--- config.mk ---
export PLATFORM = sky130hd
export DESIGN_NAME = skset_cell
export DESIGN_NICKNAME = d
export VERILOG_FILES = /design/src/rtl/core/skset_pkg.sv /design/src/rtl/core/skset_cell.sv
export SDC_FILE = /design/constraint.sdc
export NUM_CORES = 1
export LEC_CHECK = 0
export ABC_AREA = 0
export BUFFER_PORTS_ARGS = -buffer_cell sky130_fd_sc_hd__buf_2
export CAP_MARGIN = 20
export CORE_AREA = 2 2 131 133
export DETAILED_ROUTE_END_ITERATION = 6
export DIE_AREA = 0 0 133 135
export PLACE_DENSITY = 0.69
export SETUP_SLACK_MARGIN = 0.5
export SYNTH_ARGS = -nofsm -noshare
export SYNTH_HDL_FRONTEND = slang
export SYNTH_SLANG_ARGS = --single-unit
export TNS_END_PERCENT = 5
--- constraint.sdc ---
create_clock -name clk -period 9.1 [get_ports clk]
set_input_delay 0.455 -clock clk [delete_from_list [all_inputs] [get_ports clk]]
set_output_delay 0.455 -clock clk [all_outputs]
set_load 0.1 [all_outputs]
--- src/rtl/core/skset_pkg.sv ---
// Shared types and codes for the sorted key set.
package skset_pkg;

  // Command codes; the unused code behaves as a find
  localparam logic [1:0] CMD_ADD    = 2'd0;
  localparam logic [1:0] CMD_REMOVE = 2'd1;
  localparam logic [1:0] CMD_FIND   = 2'd2;

  // Configuration register reset value
  localparam logic [6:0] CAPACITY_RST = 7'd64;

  // Width of the result position and count fields
  localparam int unsigned OUT_W = 7;

  typedef enum logic {
    ST_IDLE,
    ST_UPDATE
  } skset_state_t;

  // Shift control broadcast to every cell during the update cycle
  typedef struct packed {
    logic ins;   // open a slot at the insertion point and write the probe
    logic rem;   // close the gap at the matching entry
  } skset_shift_t;

endpackage

--- src/rtl/core/skset_cell.sv ---
// One storage cell of the sorted key chain: compares and shifts its key.
module skset_cell
  import skset_pkg::*;
#(
  parameter int unsigned KEY_W = 64,
  parameter int unsigned CNT_W = 7,
  parameter int unsigned IDX   = 0
) (
  input  logic             clk,
  input  logic             cmp_en,
  input  logic [KEY_W-1:0] probe_in,
  input  logic [CNT_W-1:0] n,
  input  skset_shift_t     upd,
  input  logic [KEY_W-1:0] probe_q,
  input  logic [KEY_W-1:0] left_key,
  input  logic [KEY_W-1:0] right_key,
  input  logic             left_lt,
  output logic [KEY_W-1:0] key_out,
  output logic             lt_out,
  output logic             eq_out
);

  localparam logic [CNT_W-1:0] IDX_C = CNT_W'(IDX);

  logic [KEY_W-1:0] key_q;
  logic             lt_q;
  logic             eq_q;
  logic             below;

  // Only entries under the count take part in the search
  assign below = (IDX_C < n);

  // Compare flags, taken at the input transfer
  always_ff @(posedge clk) begin
    if (cmp_en) begin
      lt_q <= below && (key_q < probe_in);
      eq_q <= below && (key_q == probe_in);
    end
  end

  // Shift: insert moves keys up from the left, remove pulls from the right
  always_ff @(posedge clk) begin
    if (upd.ins && !lt_q) begin
      key_q <= left_lt ? probe_q : left_key;
    end else if (upd.rem && !lt_q) begin
      key_q <= right_key;
    end
  end

  assign key_out = key_q;
  assign lt_out  = lt_q;
  assign eq_out  = eq_q;

endmodule

==> impl_metrics.json <==
{
  "cts_made_buffers": 9,
  "cts_max_level": 3,
  "status": "finished, final reports clean",
  "wl_mm": 16.3,
  "wl_met1_mm": 6.84,
  "min_period_over_period_pct": 26.4,
  "syn_nets": 839,
  "path_clk_slew_ns": 0.06,
  "mostFrequentLayoutCell": "buf_2",
  "ir_drop_uv": 75.8,
  "dr.first_iter.drc_count": 216,
  "yosysTopAreaCellShare_pct": 40.2,
  "fp.dieW_um": 133,
  "worstPathMaxFanout": 3,
  "ioPinCount": 334,
  "cpMostUsedCell": "nor4_1",
  "power.leakage_nw": 3.84,
  "timing.setup.tns_ns": 0,
  "post_cts_buffers": 0,
  "rsz0062_at_grt": "no",
  "syn_inst": 507,
  "end_kind": "flop",
  "pwr-share-seq_pct": 34.5,
  "p_sw_uw": 465,
  "n_fill_cell": 1658,
  "synth_area_leader_cell": "edfxtp_1",
  "powerDensity_mw_per_mm2": 161,
  "synth-async-reset-ratio_pct": 0,
  "synth.cell_area_mm2": 0.00493,
  "drt.antenna.violating_nets": 0,
  "p_int_uw": 675,
  "num_vias": 4845,
  "syn_area_per_cell_um2": 9.72,
  "antenna_cells": 0,
  "clock-root-buffer": "clkbuf_16",
  "routed_via_density": 4.58,
  "clkLatencyLatePin_ns": 0.33,
  "syn2layout_area_growth_pct": 43.8,
  "drc": 0,
  "grt_max_degree": 70,
  "stdcell_count": 1057,
  "synth_enable_flop_cells": 66,
  "hold_buffers": 0,
  "cp_num_buf_inv": 0,
  "ys_ff_latch": 66,
  "crit_slowest_cell": "nor4_1",
  "switching_share_pct": 40.8,
  "grt_pass1_vias": 4752,
  "critical_path.top_delay_family": "simple AND/OR/NAND/NOR gates",
  "drive_above_1_share_pct": 42.5,
  "antenna_found_initial": 0,
  "top_layer": "met4",
  "final_core_util_pct": 43.2,
  "setup_violations": 0,
  "synth_area_leaders": "edfxtp_1 (40%), ha_1 (16%), mux2i_1 (13%), o21ai_0 (6.8%), nand2_1 (5.6%)",
  "power_frac_comb_pct": 38.6,
  "hold_path_class": "in -> reg",
  "slew_headroom_pct": 41.3,
  "met3_length_um": 921,
  "clock.fmax_ghz": 0.416,
  "final_max_slew_viol_count": 0,
  "synth_flop_cell": "edfxtp_1",
  "post-route-min-period_ns": 2.40,
  "hpwl_mm": 13.7,
  "cp.required_ns": 9.16,
  "cts_tree": "yes",
  "grt.overflow.total": 0,
  "wire_per_inst_um": 15.5,
  "critPathKind": "reg -> reg",
  "hold_viol": 0,
  "clock-skew-final_ns": 0.00588,
  "wl_met2_mm": 8.18,
  "yosysSeqAreaShare_pct": 40.2,
  "dp_worst_setup_slack_ns": 5.97,
  "worst_slack_ns": 6.70,
  "clk_path_buf_depth": 2,
  "grt_pass1_wl_mm": 24.6,
  "start_kind": "flop",
  "placed_cells": 1042,
  "worst_ep_arrival_time_ns": 2.46,
  "post_cts_resized": 0,
  "worst_pin_slew_ns": 0.880,
  "first_pass_iters": 4,
  "num_rows": 47,
  "slowest_delay_ns": 0.64,
  "nets": 1166,
  "final_cell_mix": "buf_2 (332), nand2_1 (73), o21ai_0 (67), edfxtp_1 (66), inv_1 (65)",
  "yosys_warnings": 0,
  "cap_violations": 0,
  "io_buffers": 333,
  "fp.dieArea_mm2": 0.0180,
  "worst-r2r-setup-slack_ns": 6.70,
  "core_mm2": 0.0164,
  "grt_usage_pct": 17.8,
  "fp.dieH_um": 135,
  "crit_chain": "ha_1, nand4_1, nor4_1, a21boi_0, nor4_1, o22ai_1, a211oi_1",
  "finalWeightedCongestion": 0.893,
  "start_util_pct": 30.0,
  "pwr-share-clk_pct": 26.9,
  "synthDistinctLibCells": 32,
  "cts_sinks": 66
}
-- metal layers --
| metal | vias to the layer above | GRT usage [%] |
|---|---|---|
| met1 | 2147 | 21.8 |
| met3 | 28 | 3.27 |
| li1 | 2477 | - |
| met4 | 0 | 7.17 |
| met5 | - | 0 |
| met2 | 193 | 30.9 |
-- state kept, by name, summed over array words and instances (netlist names) --
name	cells
eq_out	1
key_out	64
lt_out	1
-- layout make-up --
cell class | count | area [µm²] | area share, %
multi-input cells | 355 | 2630 | 37.1
flip-flops and latches | 66 | 1980 | 28.0
repair buffers | 337 | 1700 | 24.1
well taps | 220 | 275 | 3.89
inverters | 65 | 244 | 3.44
clock buffers | 9 | 225 | 3.18
clock inverters | 5 | 23.8 | 0.336
-- cells by family after synthesis --
| group | Yosys count | share of synthesized area (%) |
|---|---|---|
| adders and majority gates | 64 | 16.3 |
| DFF | 66 | 40.2 |
| buffers and inverters | 86 | 6.71 |
| AOI/OAI and AO/OA | 111 | 12.5 |
| muxes | 64 | 13.0 |
| and+or+nand+nor | 116 | 11.3 |
-- final timing paths --
| check | cells past startpoint | from | endpoint |
|---|---|---|---|
| max | 7 | key_out[14] | lt_out |
| min | 1 | cmp_en | lt_out |
| max reg2reg | 7 | key_out[14] | lt_out |
| min reg2reg | 4 | key_out[47] | lt_out |
-- stage by stage --
stage	hold slack (ns)	area [µm²]	power, mW
after floorplan	0.567	4930	0.715
after global placement	0.727	6820	0.834
after detailed placement	0.734	6820	0.841
after CTS	0.383	7070	1.15
after global routing	0.387	7080	1.20
final	0.398	7080	1.14
-- power groups by stage --
stage | Clock [mW] | Sequential, mW | Combinational (mW)
finish | 0.307 | 0.393 | 0.440
detailed placement | 0 | 0.400 | 0.441
global placement | 0 | 0.398 | 0.436
global route | 0.327 | 0.397 | 0.473
floorplan | 0 | 0.592 | 0.123
CTS | 0.317 | 0.393 | 0.442
-- cell usage after synthesis (2+ instances only) --
| library cell | count |
|---|---|
| ha_1 | 64 |
| nand4_2 | 3 |
| nand4_1 | 11 |
| clkbuf_1 | 15 |
| edfxtp_1 | 66 |
| mux2i_1 | 64 |
| nor2_1 | 7 |
| o21ai_0 | 67 |
| o311ai_0 | 2 |
| a21boi_0 | 2 |
| a211oi_1 | 4 |
| a21oi_1 | 22 |
| a21o_1 | 8 |
| buf_2 | 6 |
| nand2_1 | 73 |
| nor4_1 | 3 |
| inv_1 | 65 |
| nand3_1 | 11 |
-- worst reg2reg max path, delay by kind of cell (launching register included) --
kind	cells	cell delay, ns
AOI/OAI and AO/OA	3	0.47
adders and majority gates	1	0.33
DFF	1	0.42
and+or+nand+nor	3	0.92
Power figures use the tool's default switching activity.
